## src/sv/bfcr_pkg.sv

```systemverilog
// ----------------------------------------------------------------------------
// bfcr_pkg: shared types, constants and function of the frame checker
// Register indexes, result codes, the configuration bundle and the CRC-8 step.
// ----------------------------------------------------------------------------
package bfcr_pkg;

	localparam int unsigned BUFFER_BYTES_DEF = 4096;

	localparam int unsigned COUNT_W  = 13;
	localparam int unsigned MINBUF_W = 13;
	localparam int unsigned CFG_W    = 13;
	localparam int unsigned CFGIDX_W = 2;

	localparam logic [7:0] CRC_POLY = 8'h07;
	localparam logic [7:0] CRC_TOP  = 8'h80;

	// layout: head at 0, address at 1, length at 2, three bytes of overhead
	localparam int unsigned POS_LEN  = 2;
	localparam int unsigned OVERHEAD = 3;

	localparam logic [CFGIDX_W-1:0] REG_HEAD_BYTE  = 2'd0;
	localparam logic [CFGIDX_W-1:0] REG_MIN_LENGTH = 2'd1;
	localparam logic [CFGIDX_W-1:0] REG_MAX_LENGTH = 2'd2;
	localparam logic [CFGIDX_W-1:0] REG_MIN_BUFFER = 2'd3;

	typedef enum logic [1:0] {
		ST_VALID   = 2'd0,
		ST_MORE    = 2'd1,
		ST_DISCARD = 2'd2
	} status_t;

	typedef enum logic [1:0] {
		SRCH_NONE  = 2'd0,
		SRCH_FROM0 = 2'd1,
		SRCH_FROM1 = 2'd2
	} search_t;

	typedef struct packed {
		logic [7:0]          head_byte;
		logic [7:0]          min_length;
		logic [7:0]          max_length;
		logic [MINBUF_W-1:0] min_buffer;
	} cfg_t;

	typedef struct packed {
		status_t             status;
		logic [COUNT_W-1:0]  count;
		logic                resync;
	} result_t;

	// CRC-8, poly 0x07, MSB first, one byte
	function automatic logic [7:0] crc8_byte(input logic [7:0] crc, input logic [7:0] b);
		logic [7:0] c;
		c = crc ^ b;
		for (int j = 0; j < 8; j++) begin
			if ((c & CRC_TOP) != 8'h00) begin
				c = {c[6:0], 1'b0} ^ CRC_POLY;
			end else begin
				c = {c[6:0], 1'b0};
			end
		end
		return c;
	endfunction

endpackage

```

## src/sv/bfcr_scan.sv

```systemverilog
// ----------------------------------------------------------------------------
// bfcr_scan: per-buffer scan state and end-of-buffer verdict
// Tracks position, CRC, length, head positions and the sticky resync flag;
// on the last word produces the verdict and clears the buffer state.
// ----------------------------------------------------------------------------
module bfcr_scan #(
	parameter int unsigned BUFFER_BYTES = bfcr_pkg::BUFFER_BYTES_DEF
) (
	input  logic              clk,
	input  logic              arst_n,
	input  logic              en,
	input  logic [7:0]        data_byte,
	input  logic              last_byte,
	input  bfcr_pkg::cfg_t    cfg,
	output bfcr_pkg::result_t result
);
	import bfcr_pkg::*;

	localparam int unsigned POS_W = $clog2(BUFFER_BYTES + 1);
	localparam int unsigned CMP_W = ((POS_W > COUNT_W) ? POS_W : COUNT_W) + 1;

	logic [POS_W-1:0] pos_q, pos_nx;
	logic [7:0]       crc_q, crc_nx;
	logic [7:0]       len_q, len_nx;
	logic             first_head_q, first_head_nx;
	logic             seen_q, seen_nx;
	logic [POS_W-1:0] off_q, off_nx;
	logic             crc_ok_q, crc_ok_nx;
	logic             resync_q, resync_nx;

	logic [CMP_W-1:0] pos_c, n_c, len_end_c, len_c, frame_c;
	logic             is_head;
	search_t          search;
	status_t          status_v;
	logic [CMP_W-1:0] count_v;

	assign is_head   = (data_byte == cfg.head_byte);
	assign pos_c     = CMP_W'(pos_q);
	assign len_c     = CMP_W'(len_nx);
	assign len_end_c = len_c + CMP_W'(POS_LEN);
	assign frame_c   = len_c + CMP_W'(OVERHEAD);
	assign n_c       = CMP_W'(pos_nx);

	// byte update
	always_comb begin
		pos_nx        = pos_q;
		crc_nx        = crc_q;
		len_nx        = len_q;
		first_head_nx = first_head_q;
		seen_nx       = seen_q;
		off_nx        = off_q;
		crc_ok_nx     = crc_ok_q;
		if (pos_q < POS_W'(BUFFER_BYTES)) begin
			pos_nx = pos_q + POS_W'(1);
			if (pos_q == '0) begin
				first_head_nx = is_head;
			end else if (!seen_q && is_head) begin
				seen_nx = 1'b1;
				off_nx  = pos_q;
			end
			if (pos_q == POS_W'(POS_LEN)) begin
				len_nx = data_byte;
			end
			if (pos_q >= POS_W'(POS_LEN)) begin
				// CRC covers the length byte and payload; the byte after is the check
				if (pos_c < len_end_c) begin
					crc_nx = crc8_byte(crc_q, data_byte);
				end else if (pos_c == len_end_c) begin
					crc_ok_nx = (crc_q == data_byte);
				end
			end
		end
	end

	// verdict on the last word
	always_comb begin
		search    = SRCH_NONE;
		status_v  = ST_MORE;
		count_v   = '0;
		resync_nx = resync_q;
		if (n_c < CMP_W'(cfg.min_buffer)) begin
			search = SRCH_NONE;
		end else if (resync_q || !first_head_nx) begin
			search = SRCH_FROM0;
		end else if (n_c < CMP_W'(OVERHEAD)) begin
			search = SRCH_NONE;
		end else if (len_nx < cfg.min_length || len_nx > cfg.max_length) begin
			search = SRCH_FROM1;
		end else if (n_c < frame_c) begin
			search = SRCH_NONE;
		end else if (!crc_ok_nx) begin
			search = SRCH_FROM1;
		end else begin
			status_v = ST_VALID;
			count_v  = frame_c;
		end

		case (search)
			SRCH_FROM0, SRCH_FROM1: begin
				status_v = ST_DISCARD;
				if (search == SRCH_FROM0 && first_head_nx) begin
					count_v   = '0;
					resync_nx = 1'b0;
				end else if (seen_nx) begin
					count_v   = CMP_W'(off_nx);
					resync_nx = 1'b0;
				end else begin
					count_v   = n_c;
					resync_nx = 1'b1;
				end
			end
			default: begin
			end
		endcase
	end

	assign result.status = status_v;
	assign result.count  = count_v[COUNT_W-1:0];
	assign result.resync = resync_nx;

	always_ff @(posedge clk or negedge arst_n) begin
		if (!arst_n) begin
			pos_q        <= '0;
			crc_q        <= '0;
			len_q        <= '0;
			first_head_q <= 1'b0;
			seen_q       <= 1'b0;
			off_q        <= '0;
			crc_ok_q     <= 1'b0;
			resync_q     <= 1'b0;
		end else if (en) begin
			if (last_byte) begin
				pos_q        <= '0;
				crc_q        <= '0;
				len_q        <= '0;
				first_head_q <= 1'b0;
				seen_q       <= 1'b0;
				off_q        <= '0;
				crc_ok_q     <= 1'b0;
				resync_q     <= resync_nx;
			end else begin
				pos_q        <= pos_nx;
				crc_q        <= crc_nx;
				len_q        <= len_nx;
				first_head_q <= first_head_nx;
				seen_q       <= seen_nx;
				off_q        <= off_nx;
				crc_ok_q     <= crc_ok_nx;
			end
		end
	end

endmodule

```

## src/sv/bus_frame_check_resync_unit.sv

```systemverilog
// ----------------------------------------------------------------------------
// bus_frame_check_resync_unit: framed-message checker with resync
//
//   channel  direction  handshake          payload
//   cfg      in         cfg_we             cfg_index, cfg_data
//   in       in         in_valid/in_stall  data_byte, last_byte
//   out      out        out_valid/out_stall status, count, resync_after
//
// One word per cycle while in is not stalled: each word is registered in the input
// stage, scanned from there and, if it is the last word of a buffer, its verdict
// lands in the output register. The verdict is offered once it is in the output
// register; one word per cycle is sustained while out is not stalled. A stalled verdict
// holds the last word of the next buffer in the input stage; other words keep flowing.
// Reset clears all scan state, the resync flag and loads register defaults.
// ----------------------------------------------------------------------------
module bus_frame_check_resync_unit #(
	parameter int unsigned BUFFER_BYTES = bfcr_pkg::BUFFER_BYTES_DEF
) (
	input  logic                            clk,
	input  logic                            arst_n,
	input  logic                            cfg_we,
	input  logic [bfcr_pkg::CFGIDX_W-1:0]   cfg_index,
	input  logic [bfcr_pkg::CFG_W-1:0]      cfg_data,
	input  logic                            in_valid,
	output logic                            in_stall,
	input  logic [7:0]                      data_byte,
	input  logic                            last_byte,
	output logic                            out_valid,
	input  logic                            out_stall,
	output logic [1:0]                      status,
	output logic [bfcr_pkg::COUNT_W-1:0]    count,
	output logic                            resync_after
);
	import bfcr_pkg::*;

	cfg_t               cfg_q;
	logic               valid_s1;
	logic [7:0]         data_s1;
	logic               last_s1;
	logic               advance;
	result_t            res;
	logic               out_valid_q;
	logic [1:0]         status_q;
	logic [COUNT_W-1:0] count_q;
	logic               resync_q;

	always_ff @(posedge clk or negedge arst_n) begin
		if (!arst_n) begin
			cfg_q.head_byte  <= 8'd0;
			cfg_q.min_length <= 8'd1;
			cfg_q.max_length <= 8'd255;
			cfg_q.min_buffer <= MINBUF_W'(4);
		end else if (cfg_we) begin
			case (cfg_index)
				REG_HEAD_BYTE:  cfg_q.head_byte  <= cfg_data[7:0];
				REG_MIN_LENGTH: cfg_q.min_length <= cfg_data[7:0];
				REG_MAX_LENGTH: cfg_q.max_length <= cfg_data[7:0];
				REG_MIN_BUFFER: cfg_q.min_buffer <= cfg_data[MINBUF_W-1:0];
				default: begin
				end
			endcase
		end
	end

	// a last word needs room in the output register; others always advance
	assign advance  = valid_s1 && (!last_s1 || !out_valid_q || !out_stall);
	assign in_stall = valid_s1 && !advance;

	always_ff @(posedge clk or negedge arst_n) begin
		if (!arst_n) begin
			valid_s1 <= 1'b0;
		end else if (!in_stall) begin
			valid_s1 <= in_valid;
		end
	end

	always_ff @(posedge clk) begin
		if (in_valid && !in_stall) begin
			data_s1 <= data_byte;
			last_s1 <= last_byte;
		end
	end

	bfcr_scan #(
		.BUFFER_BYTES(BUFFER_BYTES)
	) u_scan (
		.clk       (clk),
		.arst_n    (arst_n),
		.en        (advance),
		.data_byte (data_s1),
		.last_byte (last_s1),
		.cfg       (cfg_q),
		.result    (res)
	);

	always_ff @(posedge clk or negedge arst_n) begin
		if (!arst_n) begin
			out_valid_q <= 1'b0;
		end else if (advance && last_s1) begin
			out_valid_q <= 1'b1;
		end else if (!out_stall) begin
			out_valid_q <= 1'b0;
		end
	end

	always_ff @(posedge clk) begin
		if (advance && last_s1) begin
			status_q <= res.status;
			count_q  <= res.count;
			resync_q <= res.resync;
		end
	end

	assign out_valid    = out_valid_q;
	assign status       = status_q;
	assign count        = count_q;
	assign resync_after = resync_q;

endmodule

```

## config.mk

```make
export PLATFORM = sky130hd
export DESIGN_NAME = bus_frame_check_resync_unit
export DESIGN_NICKNAME = d
export VERILOG_FILES = /design/src/sv/bfcr_pkg.sv /design/src/sv/bfcr_scan.sv /design/src/sv/bus_frame_check_resync_unit.sv
export SDC_FILE = /design/constraint.sdc
export NUM_CORES = 1
export LEC_CHECK = 0
export BUFFER_PORTS_ARGS = -buffer_cell sky130_fd_sc_hd__buf_2
export CELL_PAD_IN_SITES_DETAIL_PLACEMENT = 0
export CELL_PAD_IN_SITES_GLOBAL_PLACEMENT = 1
export CORE_AREA = 3 3 128 130
export DETAILED_ROUTE_END_ITERATION = 16
export DIE_AREA = 0 0 131 133
export PLACE_DENSITY = 0.73
export SKIP_CTS_REPAIR_TIMING = 1
export SYNTH_ARGS = -nofsm -noshare
export SYNTH_HDL_FRONTEND = slang
export SYNTH_SLANG_ARGS = --single-unit
```

## constraint.sdc

```tcl
create_clock -name clk -period 10.8 [get_ports clk]
set_clock_uncertainty 0.05 [all_clocks]
set_input_delay 0.54 -clock clk [delete_from_list [all_inputs] [get_ports clk]]
set_output_delay 0.54 -clock clk [all_outputs]
set_load 0.02 [all_outputs]
```

; Word level (Yosys, flattened, before mapping)
; Index checks and enable logic that the tools add are counted.
; Widths: inputs -> output; s select.
[word_totals]
register_bits = 110
latchBits = 0
mem_bits_rw = 0
rom_bits = 0
inputBits = 29
output_inout_bits = 18
elab_cells = 158
memories = 0
[op_classes]
n_addsub = 3
multipliers = 0
div_mod_pow = 0
order_cmp = 8
n_eq_ne = 10
shifts = 0
muxes = 80
bitwise_logic = 9
n_reduce_logical = 29
[ops]
columns = cell, count
row1 = $mux 8, 28
row2 = $mux 13, 14
row3 = $lt 13x14->1, 2
row4 = $mux 3, 8
row5 = $not 3->3, 8
row6 = $mux 2, 11
row7 = $add 8x2->9 const B, 2
row8 = $mux 1, 18
row9 = $eq 8x8->1, 2
row10 = $eq 13x14->1, 1
row11 = $add 13x1->13 const B, 1
row12 = $eq 13x2->1 const B, 1
row13 = $ge 13x2->1 const B, 1
row14 = $logic_not 13->1, 1
row15 = $lt 13x13->1, 1
row16 = $lt 13x13->1 const B, 1
row17 = $lt 13x2->1 const B, 1
row18 = $reduce_and 2->1, 5
row19 = $mux 9, 1
row20 = $gt 8x8->1, 1
row21 = $lt 8x8->1, 1
row22 = $xor 8x8->8, 1
row23 = $logic_not 1->1, 7
row24 = $eq 2x2->1 const B, 3
row25 = 8 further kinds, 19

; Longest topological paths before layout
[depth]
word_depth = 44
depth_mapped = 20
mapped_depth_nobuf = 16

; Cells and area by module
; A second synthesis with hierarchy kept.
[unflattened]
cells_unflattened = 661
hier_area_um2 = 6789.0
[by_module_without_submodules]
columns = mod, n_inst, cells_per_inst, area_per_inst_um2, seq_area_each_um2
row1 = bfcr_scan, 1, 545, 4540.6, 1151.1
row2 = bus_frame_check_resync_unit, 1, 116, 2248.4, 1739.2

; Worst setup path before layout
; Ideal clock, no wire load.
[synth_path]
kind = flip-flop to flip-flop
from = register u_scan.pos_q[3]
to = register status_q[0] (netlist: status[0]) (data pin)
setup_ps = 269
arrival_time_ps = 4435
required_time_ps = 10481
slack_ps = 6046
path_stages_with_launch = 19
n_path_buf = 3
synth_period_minus_slack_ps = 4754
cell_sequence = dfrtp_1 -> clkbuf_1 -> nor3_2 -> and4_1 -> buf_4 -> buf_2 -> mux2i_1 -> inv_1 -> ha_1 -> nor2b_1 -> xnor2_1 -> ha_1 -> and4b_1 -> nor2b_1 -> nor4b_1 -> or4_1 -> a21oi_1 -> nand4_1 -> a21boi_0
[synth_between]
elab_chain_len = 17
elab_cells_between_ends = 41
cone_classes = add/sub (3) / order compare (8) / eq/ne (4) / mux (21) / reduce/logical (5)
[synth_rtl]
columns = item, line_no
row1 = start: declaration, bfcr_scan.sv:22  ; logic [POS_W-1:0] pos_q, pos_nx;
row2 = start signal: assignment, bfcr_scan.sv:142  ; pos_q <= pos_nx;
row3 = "parallel branches: the longest is 17 deep, another holds $lt 13x14->1", --
row4 = end signal: assignment, bus_frame_check_resync_unit.sv:108  ; status_q <= res.status;
row5 = end: declaration, bus_frame_check_resync_unit.sv:43  ; logic [1:0] status_q;
; Parallel ways; which one is timed is not known.
; A chain may end at the register's enable or synchronous reset.

; Worst setup path after layout
[layout_path]
from = register u_scan.pos_q[12]
to = register status_q[0] (netlist: status[0]) (data pin)
; Same word-level chain as after synthesis.

==> results.toml <==
[sta]
relSlewSlack_pct = 17.55
maxSlewViolCount = 0
tns_ns = 0
worst_pin_slew_ns = 1.234
min_period_ns = 5.963
setup_viol = 0
hold_viol = 0
rsz0062_at_grt = "false"
period_share_pct = 55.22
max_freq_mhz = 167.7

[routing]
wire_per_inst_um = 19.82
via_per_inst = 5.742
drtPass1Iterations = 5
vias = 5340
drt_iter0_markers = 346
wl_mm = 18.43
antenna_left = 0
drc = 0

[logic_synthesis]
ys_top_cells_by_area = "dfrtp_1, edfxtp_1, ha_1"
synth_top_area_cell = "dfrtp_1"
ys_types = 67
synth_area_sq_um = 7063
syn-instance-count = 692
ys.flop_type = "dfrtp_1"
async_flop_share_pct = 77.27
yosysSeqAreaShare_pct = 40.92
synth_edf_count = 25
avgSynthCellArea_sq_um = 10.21
synth_warnings = 0
ys_ff_latch = 110
synth_top_cell_area_share_pct = 26.57
synth_nets = 773

[placed_design]
io_buffers = 46
place.gp.congestion = 0.9491
dp_hpwl_mm = 13.86
post-place-cells = 914

[worst_setup_path]
r2r_start = "u_scan.pos_q[12]$_DFFE_PN0P_"
cp-startpoint = "u_scan.pos_q[12]$_DFFE_PN0P_"
arrival_ns = 6.01
critPathLaunchType = "flop"
critical_path_required_ns = 10.85
end_kind = "flop"
crit_type = "reg -> reg"
critPathMaxFanout = 21

[clock_network]
clk_latency_ns = 0.36
clockRootBuffer = "clkbuf_16"
cts_sinks = 110
clk_path_buf_depth = 2
cts.clk_slew.worst_paths_ns = 0.07
cts-buffers-inserted = 9
cts_tree = "done"
htree_num_levels = 3

[global_route]
grt_pass1_wl_mm = 29.41
grt_max_degree = 57
first_global_vias = 5365
grt-ovfl-total = 0
antenna_found_initial = 0
grt_util_all_layers_pct = 21.98

[die]
die_h_um = 133
start_util_pct = 46.29
die_x_um = 131
die-area_sq_um = 17420
rows = 45
num_io_pins = 47
core_sq_um = 15260

[power_and_ir_drop]
vdd_ir_drop_max_v = 0.0001010
p_leak_nw = 3.358
pwr_density_cell_nw_per_um2 = 167.2

[cells_and_area]
antenna_cells = 0
syn2layout_area_growth_pct = 8.893
final_nets = 795
nFillCells = 1416
final_cells = 930
drive_gt1_share_pct = 17.66

[run]
maxCapViolCount = 0

[worst_hold_path]
min_path_type = "in -> async"

[outcome]
status = "finished clean"
==> registers in the layout (all words and copies together), names as in the netlist <==
| register | cells |
|---|---|
| last_s1 | 1 |
| valid_s1 | 1 |
| u_scan.off_q | 13 |
| u_scan.pos_q | 13 |
| out_valid | 1 |
| u_scan.crc_q | 8 |
| u_scan.resync_q | 1 |
| count | 13 |
| data_s1 | 8 |
| u_scan.len_q | 8 |
| status | 2 |
| cfg_q | 37 |
| resync_after | 1 |
| u_scan.seen_q | 1 |
| u_scan.first_head_q | 1 |
| u_scan.crc_ok_q | 1 |
==> placed cells by master (no fill, tap or decap), drive strengths merged, types with 8 or more instances in the layout <==
master	netlist	layout
dfrtp	75	75
mux2	40	40
a31oi	8	8
nor2b	9	9
dfstp	10	10
buf	12	47
nor2	37	37
nand4	16	16
nand3	14	14
xor2	28	28
a21oi	26	26
clkbuf	24	9
inv	46	51
a22o	13	13
nand2b	8	8
nand2	36	36
o31ai	12	12
edfxtp	25	25
nor3	16	16
xnor2	32	32
mux2i	17	17
o21ai	42	42
ha	52	52
o32ai	9	9
nor4	12	12
==> cells in the mapped netlist, drive strengths merged, types with 5 or more instances <==
cell and n:
o21ai 42, nor2 37, a31oi 8, a21o 6, edfxtp 25, inv 46
nand2b 8, dfstp 10, mux2i 17, mux2 40, a22o 13, and2 6
nand4 16, o31ai 12, buf 12, nor3b 5, xor2 28, o32ai 9
ha 52, nand2 36, xnor2 32, nor3 16, nor2b 9, a21oi 26
dfrtp 75, and3 6, nand3 14, nor4 12, nand3b 5, a211oi 5
clkbuf 24
==> stage by stage <==
| step | total power, mW | area [sq um] | utilization, % | setup slack (ns) | hold WS (ns) |
|---|---|---|---|---|---|
| 4_1_cts | 1.294 | 7691 | 50.41 | 4.964 | 0.08115 |
| 3_5_place_dp | 0.9592 | 7403 | 48.52 | 4.965 | 0.4212 |
| 5_1_grt | 1.367 | 7691 | 50.41 | 4.420 | 0.1064 |
| 2_1_floorplan | 0.8431 | 7063 | - | 6.046 | 0.1944 |
| 6_report | 1.286 | 7691 | 50.41 | 4.837 | 0.07326 |
| 3_3_place_gp | 0.9444 | 7403 | 48.52 | 5.149 | 0.4171 |
==> final cells by class <==
class	count	area (sq um)	area share [%]
multi-input combinational	500	3836	49.88
clock inverter	7	62.56	0.8134
clock buffer	9	225.2	2.928
sequential	110	2890	37.58
tap	211	264.0	3.433
timing repair buffer	47	240.2	3.123
inverter	46	172.7	2.245
==> routing by layer <==
metal  up-vias  GRT usage (%)  wire (um)
li1       2556              -          -
met1      2620          29.69       8188
met2       134          34.99       8812
met3        30          4.037        927
met4         0          8.114        500
met5         -              0          0
==> final timing paths <==
path / endpoint / slack (ns) / depth (start not counted)
max in group asynchronous: u_scan.crc_q[5]$_DFFE_PN0P_ / 9.54 / 2
min in group clk: data_s1[7]$_DFFE_PP_ / 0.30 / 1
setup / recovery: status[0]$_SDFFCE_PP0P_ / 4.84 / 15
hold / removal: cfg_q[10]$_DFFE_PN0P_ / 0.07 / 1
hold reg to reg: u_scan.len_q[7]$_DFFE_PN0P_ / 0.44 / 2
setup reg to reg: status[0]$_SDFFCE_PP0P_ / 4.84 / 15
==> critical path: stages (launching register included) <==
cell      delay, ns
dfrtp_1        0.61
nor4_4         0.49
and4_1         0.73
mux2i_1        0.61
inv_1          0.24
ha_1           0.31
nor2b_1        0.15
xnor2_1        0.13
ha_1           0.31
and4b_1        0.21
nor2b_1        0.19
nor4b_1        0.08
or4_1          0.52
a21oi_1        0.29
nand4_1        0.51
a21boi_0       0.28
==> cells by family (layout without fill, tap and decap cells) <==
family | count (synthesis) | in the layout | synth area share, %
xor+xnor | 60 | 60 | 7.440
buf+inv | 82 | 109 | 4.765
simple gates | 186 | 186 | 14.40
mux | 57 | 57 | 8.786
fa+ha+maj | 52 | 52 | 9.212
compound gates | 145 | 145 | 14.47
flops | 110 | 110 | 40.92
==> power breakdown <==
group	switching, mW	internal [mW]	total [mW]
sequential	0.0509	0.484	0.535
combinational	0.242	0.180	0.422
clock	0.167	0.163	0.329
total	0.460	0.826	1.29
(Power assumes the default switching activity.)
